--- config.mk ---
export PLATFORM = sky130hd
export DESIGN_NAME = circular_list_engine_core
export DESIGN_NICKNAME = d
export VERILOG_FILES = /design/src/rtl/core/cle_pkg.sv /design/src/rtl/core/cle_ram.sv /design/src/rtl/core/cle_datapath.sv /design/src/rtl/core/cle_ctrl.sv /design/src/rtl/core/circular_list_engine_core.sv
export SDC_FILE = /design/constraint.sdc
export NUM_CORES = 1
export LEC_CHECK = 0
export BUFFER_PORTS_ARGS = -buffer_cell sky130_fd_sc_hd__clkbuf_2
export CAP_MARGIN = 20
export CORE_MARGIN = 5
export CORE_UTILIZATION = 50
export DETAILED_ROUTE_END_ITERATION = 16
export PLACE_DENSITY = 0.64
export SLEW_MARGIN = 10
export SYNTH_ARGS = -nofsm -noshare
export SYNTH_HDL_FRONTEND = slang
export SYNTH_SLANG_ARGS = --single-unit
--- constraint.sdc ---
create_clock -name clk -period 4.88 [get_ports clk]
set_clock_uncertainty 0.15 [all_clocks]
set_input_delay 0.244 -clock clk [delete_from_list [all_inputs] [get_ports clk]]
set_output_delay 0.244 -clock clk [all_outputs]
set_load 0.05 [all_outputs]
--- src/rtl/core/cle_pkg.sv ---
// package with shared types and codes for the circular list engine
`timescale 1ns / 1ps
`default_nettype none
package cle_pkg;

  typedef enum logic [2:0] {
    OP_INS_FRONT  = 3'd0,
    OP_INS_BACK   = 3'd1,
    OP_INS_BEFORE = 3'd2,
    OP_INS_AFTER  = 3'd3,
    OP_DEL_FRONT  = 3'd4,
    OP_DEL_BACK   = 3'd5,
    OP_DEL_KEY    = 3'd6,
    OP_READ_ALL   = 3'd7
  } op_t;

  typedef enum logic [1:0] {
    ST_OK       = 2'd0,
    ST_EMPTY    = 2'd1,
    ST_NOTFOUND = 2'd2,
    ST_FULL     = 2'd3
  } status_t;

  typedef struct packed {
    logic [2:0]         operation;
    logic signed [31:0] data_value;
    logic signed [31:0] key_value;
  } in_item_t;

  typedef struct packed {
    logic [1:0]         status;
    logic signed [31:0] out_value;
    logic               last;
  } out_item_t;

  // datapath commands
  typedef enum logic [3:0] {
    DC_NONE,
    DC_LATCH,      // capture request, start walk at head (prev = tail)
    DC_READ,       // issue value/link read at cursor
    DC_STEP,       // advance cursor using read link
    DC_INS_FRONT,  // place new entry, becomes head
    DC_INS_BACK,   // place new entry, becomes tail
    DC_INS_BEFORE, // place new entry between prev and cursor
    DC_INS_AFTER,  // place new entry after cursor
    DC_DEL_FRONT,  // remove head
    DC_DEL_CUR,    // remove cursor (not head)
    DC_LINK_PREV   // update link of prev only (second write)
  } dcmd_t;

  typedef struct packed {
    dcmd_t cmd;
  } ctrl_t;

  typedef struct packed {
    logic empty;
    logic full;
    logic one;
    logic match;     // value at cursor equals key (valid in walk)
    logic at_head;   // cursor is head
    logic at_tail;   // cursor is tail
    logic walk_last; // current is last entry in walk
  } stat_t;

endpackage
`default_nettype wire

--- src/rtl/core/cle_ram.sv ---
// generic single write, single registered read ram
`timescale 1ns / 1ps
`default_nettype none
module cle_ram #(
  parameter int WIDTH = 32,
  parameter int DEPTH = 16
) (
  input  wire logic                     clk,
  input  wire logic                     we,
  input  wire logic [$clog2(DEPTH)-1:0] waddr,
  input  wire logic [WIDTH-1:0]         wdata,
  input  wire logic [$clog2(DEPTH)-1:0] raddr,
  output logic      [WIDTH-1:0]         rdata
);
  logic [WIDTH-1:0] mem [DEPTH];

  always_ff @(posedge clk) begin
    if (we) begin
      mem[waddr] <= wdata;
    end
    rdata <= mem[raddr];
  end
endmodule
`default_nettype wire

--- src/rtl/core/cle_datapath.sv ---
// list store, pointers, free map and walk cursor
`timescale 1ns / 1ps
`default_nettype none
module cle_datapath #(
  parameter int CAPACITY    = 16,
  parameter int VALUE_WIDTH = 32
) (
  input  wire logic           clk,
  input  wire logic           rst,
  input  wire cle_pkg::ctrl_t ctrl,
  input  wire cle_pkg::in_item_t req,
  output cle_pkg::stat_t      stat,
  output logic signed [31:0]  rd_value
);
  localparam int IW = (CAPACITY > 1) ? $clog2(CAPACITY) : 1;
  localparam int CW = $clog2(CAPACITY + 1);

  logic [IW-1:0] head, tail, cur, prev, slot;
  logic [CW-1:0] count, walked;
  logic [CAPACITY-1:0] free_map;
  logic [VALUE_WIDTH-1:0] data_r, key_r;
  logic [VALUE_WIDTH-1:0] v_rdata;
  logic [IW-1:0] l_rdata, cur_link;

  logic v_we, l_we;
  logic [IW-1:0] v_waddr, l_waddr, l_wdata, l_raddr;

  // lowest free slot
  always_comb begin
    slot = '0;
    for (int i = CAPACITY - 1; i >= 0; i--) begin
      if (free_map[i]) begin
        slot = IW'(i);
      end
    end
  end

  cle_ram #(.WIDTH(VALUE_WIDTH), .DEPTH(CAPACITY)) u_vals (
    .clk(clk), .we(v_we), .waddr(v_waddr), .wdata(data_r),
    .raddr(cur), .rdata(v_rdata));

  cle_ram #(.WIDTH(IW), .DEPTH(CAPACITY)) u_links (
    .clk(clk), .we(l_we), .waddr(l_waddr), .wdata(l_wdata),
    .raddr(l_raddr), .rdata(l_rdata));

  assign l_raddr = cur;
  assign cur_link = l_rdata;

  // value and link writes; double writes are split with DC_LINK_PREV
  always_comb begin
    v_we = 1'b0;
    v_waddr = slot;
    l_we = 1'b0;
    l_waddr = slot;
    l_wdata = head;
    case (ctrl.cmd)
      cle_pkg::DC_INS_FRONT, cle_pkg::DC_INS_BACK: begin
        v_we = 1'b1;
        l_we = 1'b1;
        l_waddr = slot;
        l_wdata = (count == '0) ? slot : head;
      end
      cle_pkg::DC_INS_BEFORE: begin
        v_we = 1'b1;
        l_we = 1'b1;
        l_waddr = slot;
        l_wdata = cur;
      end
      cle_pkg::DC_INS_AFTER: begin
        v_we = 1'b1;
        l_we = 1'b1;
        l_waddr = slot;
        l_wdata = cur_link;
      end
      cle_pkg::DC_DEL_FRONT: begin
        l_we = (count != CW'(1));
        l_waddr = tail;
        l_wdata = cur_link;
      end
      cle_pkg::DC_DEL_CUR: begin
        l_we = 1'b1;
        l_waddr = prev;
        l_wdata = cur_link;
      end
      cle_pkg::DC_LINK_PREV: begin
        l_we = 1'b1;
        l_waddr = prev;
        l_wdata = cur;
      end
      default: ;
    endcase
  end

  always_ff @(posedge clk) begin
    if (rst) begin
      head <= '0;
      tail <= '0;
      count <= '0;
      free_map <= '1;
      cur <= '0;
      prev <= '0;
      walked <= '0;
    end else begin
      case (ctrl.cmd)
        cle_pkg::DC_LATCH: begin
          cur <= head;
          prev <= tail;
          walked <= '0;
        end
        cle_pkg::DC_STEP: begin
          prev <= cur;
          cur <= cur_link;
          walked <= walked + CW'(1);
        end
        cle_pkg::DC_INS_FRONT, cle_pkg::DC_INS_BACK: begin
          free_map[slot] <= 1'b0;
          count <= count + CW'(1);
          if (count == '0) begin
            head <= slot;
            tail <= slot;
          end else begin
            // tail link to new entry
            prev <= tail;
            cur <= slot;
            if (ctrl.cmd == cle_pkg::DC_INS_FRONT) begin
              head <= slot;
            end else begin
              tail <= slot;
            end
          end
        end
        cle_pkg::DC_INS_BEFORE: begin
          free_map[slot] <= 1'b0;
          count <= count + CW'(1);
          cur <= slot;
        end
        cle_pkg::DC_INS_AFTER: begin
          free_map[slot] <= 1'b0;
          count <= count + CW'(1);
          if (cur == tail) begin
            tail <= slot;
          end
          prev <= cur;
          cur <= slot;
        end
        cle_pkg::DC_DEL_FRONT: begin
          free_map[head] <= 1'b1;
          count <= count - CW'(1);
          if (count == CW'(1)) begin
            head <= '0;
            tail <= '0;
          end else begin
            head <= cur_link;
          end
        end
        cle_pkg::DC_DEL_CUR: begin
          free_map[cur] <= 1'b1;
          count <= count - CW'(1);
          if (cur == tail) begin
            tail <= prev;
          end
        end
        default: ;
      endcase
      if (ctrl.cmd == cle_pkg::DC_LATCH) begin
        data_r <= VALUE_WIDTH'(req.data_value);
        key_r <= VALUE_WIDTH'(req.key_value);
      end
    end
  end

  // read-out value, sign extended or cut to 32 bits
  always_comb begin
    logic [63:0] ext;
    ext = 64'($signed(v_rdata));
    rd_value = ext[31:0];
  end

  assign stat.empty = (count == '0);
  assign stat.full = (count >= CW'(CAPACITY));
  assign stat.one = (count == CW'(1));
  assign stat.match = (v_rdata == key_r);
  assign stat.at_head = (cur == head);
  assign stat.at_tail = (cur == tail);
  assign stat.walk_last = (walked + CW'(1) == count);

`ifndef SYNTHESIS
  a_count_free: assert property (@(posedge clk) disable iff (rst)
    $countones(~free_map) == int'(count))
    else $error("free map disagrees with count");
  a_empty_ptrs: assert property (@(posedge clk) disable iff (rst)
    count == '0 |-> head == '0 && tail == '0)
    else $error("pointers not cleared on empty list");
  a_no_overrun: assert property (@(posedge clk) disable iff (rst)
    count <= CW'(CAPACITY))
    else $error("count above capacity");
`endif
endmodule
`default_nettype wire

--- src/rtl/core/cle_ctrl.sv ---
// request sequencer for the circular list engine
`timescale 1ns / 1ps
`default_nettype none
module cle_ctrl (
  input  wire logic              clk,
  input  wire logic              rst,
  input  wire logic              in_valid,
  output logic                   in_stall,
  input  wire cle_pkg::in_item_t in_data,
  output logic                   out_valid,
  input  wire logic              out_stall,
  output cle_pkg::out_item_t     out_data,
  output cle_pkg::ctrl_t         ctrl,
  input  wire cle_pkg::stat_t    stat,
  input  wire logic signed [31:0] rd_value
);
  typedef enum logic [3:0] {
    S_IDLE, S_DECIDE, S_RD, S_WAIT, S_CHECK, S_FIX, S_EMIT, S_RD_OUT,
    S_WAIT_OUT, S_PUT_OUT, S_HOLD_OUT, S_DEL_RD, S_DEL_WAIT
  } state_t;

  state_t state;
  logic [2:0] op;
  logic accept;

  assign accept = in_valid && !in_stall;
  // a pending result holds off the next request
  assign in_stall = (state != S_IDLE) || out_valid;

  always_comb begin
    ctrl.cmd = cle_pkg::DC_NONE;
    case (state)
      S_IDLE: if (accept) ctrl.cmd = cle_pkg::DC_LATCH;
      S_DECIDE: begin
        case (cle_pkg::op_t'(op))
          cle_pkg::OP_INS_FRONT:
            if (!stat.full) ctrl.cmd = cle_pkg::DC_INS_FRONT;
          cle_pkg::OP_INS_BACK:
            if (!stat.full) ctrl.cmd = cle_pkg::DC_INS_BACK;
          default: ;
        endcase
      end
      S_CHECK: begin
        case (cle_pkg::op_t'(op))
          cle_pkg::OP_INS_BEFORE: if (stat.match) begin
            ctrl.cmd = stat.at_head ? cle_pkg::DC_INS_FRONT
                                    : cle_pkg::DC_INS_BEFORE;
          end else if (!stat.walk_last) ctrl.cmd = cle_pkg::DC_STEP;
          cle_pkg::OP_INS_AFTER: if (stat.match) ctrl.cmd = cle_pkg::DC_INS_AFTER;
            else if (!stat.walk_last) ctrl.cmd = cle_pkg::DC_STEP;
          cle_pkg::OP_DEL_KEY: if (stat.match) begin
            ctrl.cmd = stat.at_head ? cle_pkg::DC_DEL_FRONT : cle_pkg::DC_DEL_CUR;
          end else if (!stat.walk_last) ctrl.cmd = cle_pkg::DC_STEP;
          default: ;
        endcase
      end
      S_FIX: ctrl.cmd = cle_pkg::DC_LINK_PREV;
      S_DEL_WAIT: begin
        if (cle_pkg::op_t'(op) == cle_pkg::OP_DEL_FRONT || stat.one) begin
          ctrl.cmd = cle_pkg::DC_DEL_FRONT;
        end else if (stat.at_tail) begin
          ctrl.cmd = cle_pkg::DC_DEL_CUR;
        end else begin
          ctrl.cmd = cle_pkg::DC_STEP;
        end
      end
      S_WAIT_OUT: if (!out_valid || !out_stall) ctrl.cmd = cle_pkg::DC_STEP;
      default: ;
    endcase
  end

  always_ff @(posedge clk) begin
    if (rst) begin
      state <= S_IDLE;
      out_valid <= 1'b0;
      op <= '0;
    end else begin
      if (out_valid && !out_stall && state != S_EMIT && state != S_WAIT_OUT)
        out_valid <= 1'b0;
      case (state)
        S_IDLE: if (accept) begin
          op <= in_data.operation;
          state <= S_DECIDE;
        end
        S_DECIDE: begin
          out_data.out_value <= '0;
          out_data.last <= 1'b1;
          out_data.status <= cle_pkg::ST_OK;
          state <= S_EMIT;
          case (cle_pkg::op_t'(op))
            cle_pkg::OP_INS_FRONT, cle_pkg::OP_INS_BACK: begin
              if (stat.full) out_data.status <= cle_pkg::ST_FULL;
              else if (!stat.empty) state <= S_FIX;
            end
            cle_pkg::OP_INS_BEFORE, cle_pkg::OP_INS_AFTER: begin
              if (stat.empty) out_data.status <= cle_pkg::ST_EMPTY;
              else if (stat.full) out_data.status <= cle_pkg::ST_FULL;
              else state <= S_RD;
            end
            cle_pkg::OP_DEL_KEY: begin
              if (stat.empty) out_data.status <= cle_pkg::ST_EMPTY;
              else state <= S_RD;
            end
            cle_pkg::OP_DEL_FRONT, cle_pkg::OP_DEL_BACK: begin
              if (stat.empty) out_data.status <= cle_pkg::ST_EMPTY;
              else state <= S_DEL_RD;
            end
            default: begin
              if (stat.empty) out_data.status <= cle_pkg::ST_EMPTY;
              else state <= S_RD_OUT;
            end
          endcase
        end
        S_RD: state <= S_CHECK;
        S_CHECK: begin
          if (stat.match) begin
            if (cle_pkg::op_t'(op) == cle_pkg::OP_DEL_KEY) state <= S_EMIT;
            else if (cle_pkg::op_t'(op) == cle_pkg::OP_INS_BEFORE && stat.at_head)
              state <= S_FIX;
            else state <= S_FIX;
          end else if (stat.walk_last) begin
            out_data.status <= cle_pkg::ST_NOTFOUND;
            state <= S_EMIT;
          end else state <= S_RD;
        end
        S_FIX: state <= S_EMIT;
        S_DEL_RD: state <= S_DEL_WAIT;
        S_DEL_WAIT: begin
          if (cle_pkg::op_t'(op) == cle_pkg::OP_DEL_FRONT || stat.one
              || stat.at_tail) state <= S_EMIT;
          else state <= S_DEL_RD;
        end
        S_EMIT: if (!out_valid || !out_stall) begin
          out_valid <= 1'b1;
          state <= S_IDLE;
        end
        S_RD_OUT: state <= S_WAIT_OUT;
        S_WAIT_OUT: if (!out_valid || !out_stall) begin
          out_valid <= 1'b1;
          out_data.status <= cle_pkg::ST_OK;
          out_data.out_value <= rd_value;
          out_data.last <= stat.walk_last;
          state <= stat.walk_last ? S_HOLD_OUT : S_RD_OUT;
        end
        S_HOLD_OUT: if (!out_valid || !out_stall) state <= S_IDLE;
        default: state <= S_IDLE;
      endcase
    end
  end

`ifndef SYNTHESIS
  a_one_item: assert property (@(posedge clk) disable iff (rst)
    accept |=> state == S_DECIDE)
    else $error("accepted item did not start");
  a_out_clean: assert property (@(posedge clk) disable iff (rst)
    out_valid && out_data.status != cle_pkg::ST_OK |-> out_data.last)
    else $error("error result not final");
  a_idle_quiet: assert property (@(posedge clk) disable iff (rst)
    state == S_IDLE && !accept |-> ctrl.cmd == cle_pkg::DC_NONE)
    else $error("command issued while idle");
`endif
endmodule
`default_nettype wire

--- src/rtl/core/circular_list_engine_core.sv ---
// top level of the circular list engine
//   channel | direction | payload
//   in      | input     | cle_pkg::in_item_t  (operation, data_value, key_value)
//   out     | output    | cle_pkg::out_item_t (status, out_value, last)
// one request at a time; simple ops need no walk, keyed ops and delete back
// walk the list entry by entry, and read all returns one entry per walk step,
// each step waiting on the registered read of the link memory in the loop
// rst is synchronous and clears pointers, count and free map at once
// out stall holds the result register, pauses the walk and holds off input
`timescale 1ns / 1ps
`default_nettype none
module circular_list_engine_core #(
  parameter int CAPACITY    = 16,
  parameter int VALUE_WIDTH = 32
) (
  input  wire logic               clk,
  input  wire logic               rst,
  input  wire logic               in_valid,
  output logic                    in_stall,
  input  wire cle_pkg::in_item_t  in_data,
  output logic                    out_valid,
  input  wire logic               out_stall,
  output cle_pkg::out_item_t      out_data
);
  cle_pkg::ctrl_t ctrl;
  cle_pkg::stat_t stat;
  logic signed [31:0] rd_value;

  cle_ctrl u_ctrl (
    .clk(clk), .rst(rst), .in_valid(in_valid), .in_stall(in_stall),
    .in_data(in_data), .out_valid(out_valid), .out_stall(out_stall),
    .out_data(out_data), .ctrl(ctrl), .stat(stat), .rd_value(rd_value));

  cle_datapath #(.CAPACITY(CAPACITY), .VALUE_WIDTH(VALUE_WIDTH)) u_dp (
    .clk(clk), .rst(rst), .ctrl(ctrl), .req(in_data), .stat(stat),
    .rd_value(rd_value));
endmodule
`default_nettype wire
==> results.sh, run 1 <==
export IMPL_synth_top_area_cell="edfxtp_1"
export IMPL_cts_setup_buffers=0
export IMPL_viasPerCell=6.00
export IMPL_ff_latch_area_um2=22000
export IMPL_grt_pass1_wl_um=103000
export IMPL_min_period_ps=4660
export IMPL_hold_violations=0
export IMPL_period_share_pct=95.6
export IMPL_drcViolationCount=0
export IMPL_wl_per_cell_um=26.4
export IMPL_critPathKind="register to register"
export IMPL_clk_path_buf_depth=3
export IMPL_die_w_um=255
export IMPL_grtUsageTotal_pct=21.6
export IMPL_synth_commonest_cells="edfxtp_1, mux4_2, nor2_1, dfxtp_1, clkbuf_1"
export IMPL_async_reset_ff_share_pct=0
export IMPL_end_kind="register"
export IMPL_dieArea_um2=64800
export IMPL_grt_pass1_vias=16068
export IMPL_row_count=89
export IMPL_dr_pass1_iters=5
export IMPL_synth_top_cell_area_share_pct=67.8
export IMPL_required_ps=5020
export IMPL_crit_slowest_cell="nor4_2"
export IMPL_outcome="complete, no violations"
export IMPL_port_buffers=107
export IMPL_layout_drive_gt1_share_pct=27.3
export IMPL_relSlewSlack_pct=41.3
export IMPL_ant_nets=0
export IMPL_startpoint="u_dp.key_r[28]$_DFFE_PP_"
export IMPL_yosys_most_used_dff="edfxtp_1"
export IMPL_place_gp_congestion=0.906
export IMPL_drtIter0Drc=1768
export IMPL_cp_max_fo=12
export IMPL_cp_slowest_stage_delay_ps=680
export IMPL_fill_cells=4230
export IMPL_tns_ps=0
export IMPL_fin_ws_ps=216
export IMPL_die_y_um=255
export IMPL_synth_cell_type_count=79
export IMPL_syn_to_final_growth_pct=17.4
export IMPL_syn_nets=1657
export IMPL_grt_max_degree=91
export IMPL_max_freq_mhz=214
export IMPL_rr_startpoint="u_dp.key_r[28]$_DFFE_PP_"
export IMPL_synth_seq_cells=761
export IMPL_wl_um=69900
export IMPL_synth_edf_count=675
export IMPL_num_vias=15905
export IMPL_synthCells=1581
export IMPL_start_util_pct=50.6
export IMPL_clk_latency_ps=630
export IMPL_fin_nets=1887
export IMPL_tightest_slew_ps=878
export IMPL_multiInputGateArea_um2=7660
export IMPL_crit_arrival_ps=4800
export IMPL_cts_max_level=3
export IMPL_syn_area_um2=29900
export IMPL_hpwl_um=41100
export IMPL_p_per_area_nw_per_um2=502
export IMPL_hp_start="in_data[42]"
export IMPL_cts_resized_gates=0
export IMPL_root_buffer="clkbuf_16"
export IMPL_synth_area_leaders="edfxtp_1, mux4_2, dfxtp_1, xnor2_1, nor2_1"
export IMPL_setup_violations=0
export IMPL_ctsHoldBuffers=73
export IMPL_numCtsBuffers=79
export IMPL_clk_pin_slew_ps=60
export IMPL_synth_seq_area_share_pct=73.5
export IMPL_max_cap_violations=0
export IMPL_peakVddDrop_v=0.000336
export IMPL_cts_tree="done"
export IMPL_synth_most_common_cell="edfxtp_1"
export IMPL_yosysWarnings=0
export IMPL_core_um2=59100
export IMPL_slew_viol_final=0
export IMPL_hold_class="primary input to register"
export IMPL_p_leak_nw=11.3
export IMPL_synth_area_per_cell_um2=18.9
export IMPL_grt_overflow_total=0
export IMPL_pre_cts_ws_ps=260
export IMPL_crit_path_start_kind="register"
export IMPL_io_pins=108
export IMPL_rsz0062_at_grt="false"
export IMPL_antenna_found_initial=2
export IMPL_crit_chain="xnor2_1, nand4_1, nor4_2, and2_1, a31oi_2, o21ai_2, a221oi_4, or3b_4, nor3_2"
export IMPL_cts_sinks=761
registers in the layout, indices dropped and copies added (netlist names):
register / cells
u_dp.u_vals.mem: 512
u_dp.u_links.mem: 64
u_ctrl.out_data: 35
u_dp.data_r: 32
u_dp.key_r: 32
u_dp.u_vals.rdata: 32
u_dp.free_map: 16
u_dp.count: 5
u_dp.walked: 5
u_ctrl.state: 4
u_dp.cur: 4
u_dp.head: 4
u_dp.prev: 4
u_dp.tail: 4
u_dp.u_links.rdata: 4
u_ctrl.op: 3
u_ctrl.out_valid: 1
final timing paths:
kind / endpoint / slack (ps) / cells past startpoint
setup / recovery: u_dp.u_links.mem[11][3]$_DFFE_PP_ / 220 / 9
setup reg to reg: u_dp.u_links.mem[11][3]$_DFFE_PP_ / 220 / 9
hold reg to reg: u_dp.walked[4]$_SDFFE_PP0N_ / 380 / 2
hold / removal: u_dp.data_r[10]$_DFFE_PP_ / 180 / 2
report_power, final:
part	switching [W]	internal [W]	leakage [nW]
Combinational	0.00186	0.00140	3.14
Clock	0.00247	0.00350	1.28
Sequential	0.000560	0.00782	6.83
through the flow:
stage	hold WS [ps]	utilization (%)	cells	power [W]	area (µm²)
CTS	152	59.4	2648	0.0178	35100
global placement	271	53.7	2430	0.0117	31800
global route	180	59.4	2648	0.0183	35100
finish	184	59.4	2652	0.0176	35100
detailed placement	273	53.7	2430	0.0117	31800
floorplan	193	-	1581	0.0106	29900
worst max-delay path: cells and delay by family (launching register included):
family	cells	cell delay, ps
and+or+nand+nor	5	2220
DFF	1	400
AOI/OAI and AO/OA	3	1070
xor gates and xnor gates	1	470
area by class of cell:
| type | instances | share of cell area (%) |
|---|---|---|
| repair buffers | 235 | 5.21 |
| inverters | 10 | 0.107 |
| multi-input cells | 724 | 21.8 |
| well taps | 773 | 2.75 |
| diodes | 4 | 0.0285 |
| clock inverters | 39 | 1.21 |
| clock buffers | 106 | 6.24 |
| flip-flops and latches | 761 | 62.6 |
routing by layer:
metal	vias to the layer above	track usage, %	wire length, µm
met3	95	4.65	5900
met2	688	33.7	33000
met5	-	0	0
met1	8232	32.0	29700
met4	0	5.30	1260
li1	6890	-	-
cell usage in the layout (no fill, tap or decap), types with 17 or more instances in the layout:
cell type      count
a21oi_1           32
and2_1            36
buf_4             43
clkbuf_1          18
clkbuf_16         81
clkbuf_2         107
dfxtp_1           82
dlygate4sd3_1     73
edfxtp_1         675
mux4_2           180
nand2_1           52
nand3_1           29
nand4_1           20
nor2_1            77
nor2_4            17
o21ai_0           26
xnor2_1           46
logic make-up after synthesis:
group	share of synthesized area, %
flip-flops	73.5
AND/OR/NAND/NOR	5.54
multiplexers	13.8
AO/OA/AOI/OAI	4.01
buffers and inverters	1.32
XOR/XNOR	1.58
adder cells (fa/ha/maj)	0.209
Note: power is estimated with default switching activity, not from simulation.
==> run 2, diff against run 1 <==
SYNTH_HIERARCHICAL = 1   (was default)
==> results.sh, run 2 <==
export IMPL_grtUsageTotal_pct=22.4
export IMPL_largest_register="u_dp/u_vals/mem"
export IMPL_p_leak_nw=11.5
export IMPL_required_ps=5000
export IMPL_final_cell_mix="edfxtp_1, mux4_2, clkbuf_2, dfxtp_1, clkbuf_16"
export IMPL_crit_path_start_kind="register"
export IMPL_num_vias=16811
export IMPL_synth_commonest_cells="edfxtp_1, mux4_2, dfxtp_1, nor2_1, nand2_1"
export IMPL_cts_sinks=761
export IMPL_critical_path_top_delay_family="simple AND/OR/NAND/NOR gates"
export IMPL_dr_pass1_iters=5
export IMPL_synth_cell_type_count=94
export IMPL_cts_max_level=3
export IMPL_syn_area_um2=30300
export IMPL_end_kind="register"
export IMPL_cp_slowest_stage_delay_ps=570
export IMPL_syn_nets=1777
export IMPL_rsz0062_at_grt="true"
export IMPL_setup_violations=0
export IMPL_synth_most_common_cell="edfxtp_1"
export IMPL_async_reset_ff_share_pct=0
export IMPL_min_path_cells=3
export IMPL_antenna_found_initial=2
export IMPL_largest_reg_flops=512
export IMPL_numCtsBuffers=77
export IMPL_cp_max_fo=8
export IMPL_synth_top_area_cell="edfxtp_1"
export IMPL_worstSetupPathDepth=14
export IMPL_fin_nets=1991
export IMPL_place_inst=2551
export IMPL_hold_class="primary input to register"
export IMPL_place_gp_congestion=0.871
export IMPL_hold_violations=0
export IMPL_peakVddDrop_v=0.000367
export IMPL_synth_edf_count=675
export IMPL_wl_per_cell_um=26.8
export IMPL_cts_tree="done"
export IMPL_reg_top3="u_dp/u_vals/mem x512, u_dp/u_links/mem x64, u_ctrl/out_data x35"
export IMPL_hpwl_um=43100
export IMPL_yosysWarnings=6
export IMPL_start_util_pct=50.3
export IMPL_layout_drive_gt1_share_pct=23.8
export IMPL_grt_pass1_vias=17136
export IMPL_grt_overflow_total=0
export IMPL_die_w_um=256
export IMPL_clk_path_buf_depth=3
export IMPL_relSlewSlack_pct=38.4
export IMPL_min_period_ps=4640
export IMPL_yosys_most_used_dff="edfxtp_1"
export IMPL_worstRegToRegCells=14
export IMPL_final_common_cell="edfxtp_1"
export IMPL_grt_max_degree=103
export IMPL_max_cap_violations=0
export IMPL_period_share_pct=95.0
export IMPL_clk_pin_slew_ps=60
export IMPL_tightest_slew_ps=923
export IMPL_port_buffers=107
export IMPL_synth_seq_cells=761
export IMPL_core_um2=60100
export IMPL_drcViolationCount=0
export IMPL_synth_seq_area_share_pct=72.6
export IMPL_viasPerCell=6.09
export IMPL_synth_top_cell_area_share_pct=67.0
export IMPL_root_buffer="clkbuf_16"
export IMPL_synth_area_leaders="edfxtp_1, mux4_2, dfxtp_1, a22oi_1, xor2_1"
export IMPL_fin_cells=2760
export IMPL_crit_slowest_cell="nor4_2"
export IMPL_critPathKind="register to register"
export IMPL_drtIter0Drc=1656
export IMPL_crit_chain="xor2_1, nor4_2, nand4_1, nor2_1, buf_4, nor2b_1, and4b_1, a21oi_1, o2111ai_2, xor2_1, a22oi_1, o22ai_1, nand2b_1, nor2_1"
export IMPL_tns_ps=0
export IMPL_wl_um=74100
export IMPL_io_pins=108
export IMPL_slew_viol_final=0
export IMPL_synth_area_per_cell_um2=17.8
export IMPL_fill_cells=4489
export IMPL_synthCells=1702
export IMPL_ant_nets=0
export IMPL_outcome="complete, no violations"
export IMPL_row_count=90
export IMPL_grt_pass1_wl_um=111000
export IMPL_die_y_um=256
export IMPL_path_buf_inv=1
export IMPL_dieArea_um2=65600
export IMPL_crit_arrival_ps=4760
export IMPL_p_per_area_nw_per_um2=554
export IMPL_syn_to_final_growth_pct=16.6
export IMPL_clk_latency_ps=620
export IMPL_max_freq_mhz=216
[run 2: cell count changes after synthesis, moves of 12 or more]
cell / delta
xor2_1: +37
nand2b_1: +14
mux4_2: -50
a22oi_1: +69
clkbuf_1: -13
nand4_1: -13
nor3_1: +12
xnor2_1: -36
buf_2: +16
o21bai_1: -12
nand2_1: +25
mux4_1: +14
[run 2: cell type report]
type                            count  area, µm²  share of cell area [%]
Antenna cell                        1       2.50                 0.00709
Timing Repair Buffer              233       1780                    5.03
Sequential cell                   761      22000                    62.3
Clock buffer                      106       2150                    6.09
Tap cell                          782        978                    2.77
Inverter                           21       83.8                   0.237
Multi-Input combinational cell    822       7940                    22.5
Clock inverter                     34        380                    1.08
[run 2: path summary, 6_finish.rpt]
kind                          startpoint                           endpoint  slack [ps]
max             u_dp/key_r[30]$_DFFE_PP_  u_dp/u_links/mem[14][2]$_DFFE_PP_         240
min                                  rst         u_dp/count[4]$_SDFFE_PP0P_          70
max reg2reg     u_dp/key_r[30]$_DFFE_PP_  u_dp/u_links/mem[14][2]$_DFFE_PP_         240
min reg2reg  u_dp/walked[1]$_SDFFE_PP0P_        u_dp/walked[1]$_SDFFE_PP0P_         360
[run 2: metrics by stage]
stage               utilization [%]  area [µm²]  hold slack, ps  worst slack (ps)  total power, W
finish                         58.7       35300            66.0               242          0.0196
global route                   58.7       35300            69.3             -28.3          0.0204
CTS                            58.7       35300            44.6              37.7          0.0197
detailed placement             53.3       32100             273             -92.1          0.0137
global placement               53.3       32100             271              63.4          0.0137
floorplan                         -       30300             193               186          0.0121
[run 2: cell families after synthesis]
group	synth area share [%]
flops	72.6
simple gates	6.12
compound gates	6.41
mux	11.2
buf+inv	1.89
xor+xnor	1.59
fa+ha+maj	0.165
[run 2: power breakdown]
group	switching, W	total, W	internal, W
registers	0.000693	0.00885	0.00816
clock network	0.00244	0.00586	0.00342
logic	0.00304	0.00485	0.00181
[run 2: routing by layer]
metal  vias to the layer above  part of all wire [%]  global-route usage [%]
li1                       7332                     -                       -
met1                      8648                    42                    31.5
met2                       732                    48                    35.7
met3                        97                   8.5                    5.36
met4                         2                   1.9                    6.00
met5                         -                 0.023                       0
[run 2: worst reg2reg max path: stages (launching register included)]
cell	delay [ps]
edfxtp_1	370
xor2_1	190
nor4_2	570
nand4_1	170
nor2_1	310
buf_4	230
nor2b_1	70
and4b_1	300
a21oi_1	100
o2111ai_2	370
xor2_1	240
a22oi_1	120
o22ai_1	470
nand2b_1	240
nor2_1	390
[run 2: timing repair]
item | in CTS | in global routing
gates resized for setup | 1 | 4
setup buffers | 0 | 0
endpoints found under the hold margin | 70 | 0
hold buffers | 68 | 0
endpoints found under the setup margin | 49 | 195
cloned | 0 | 0
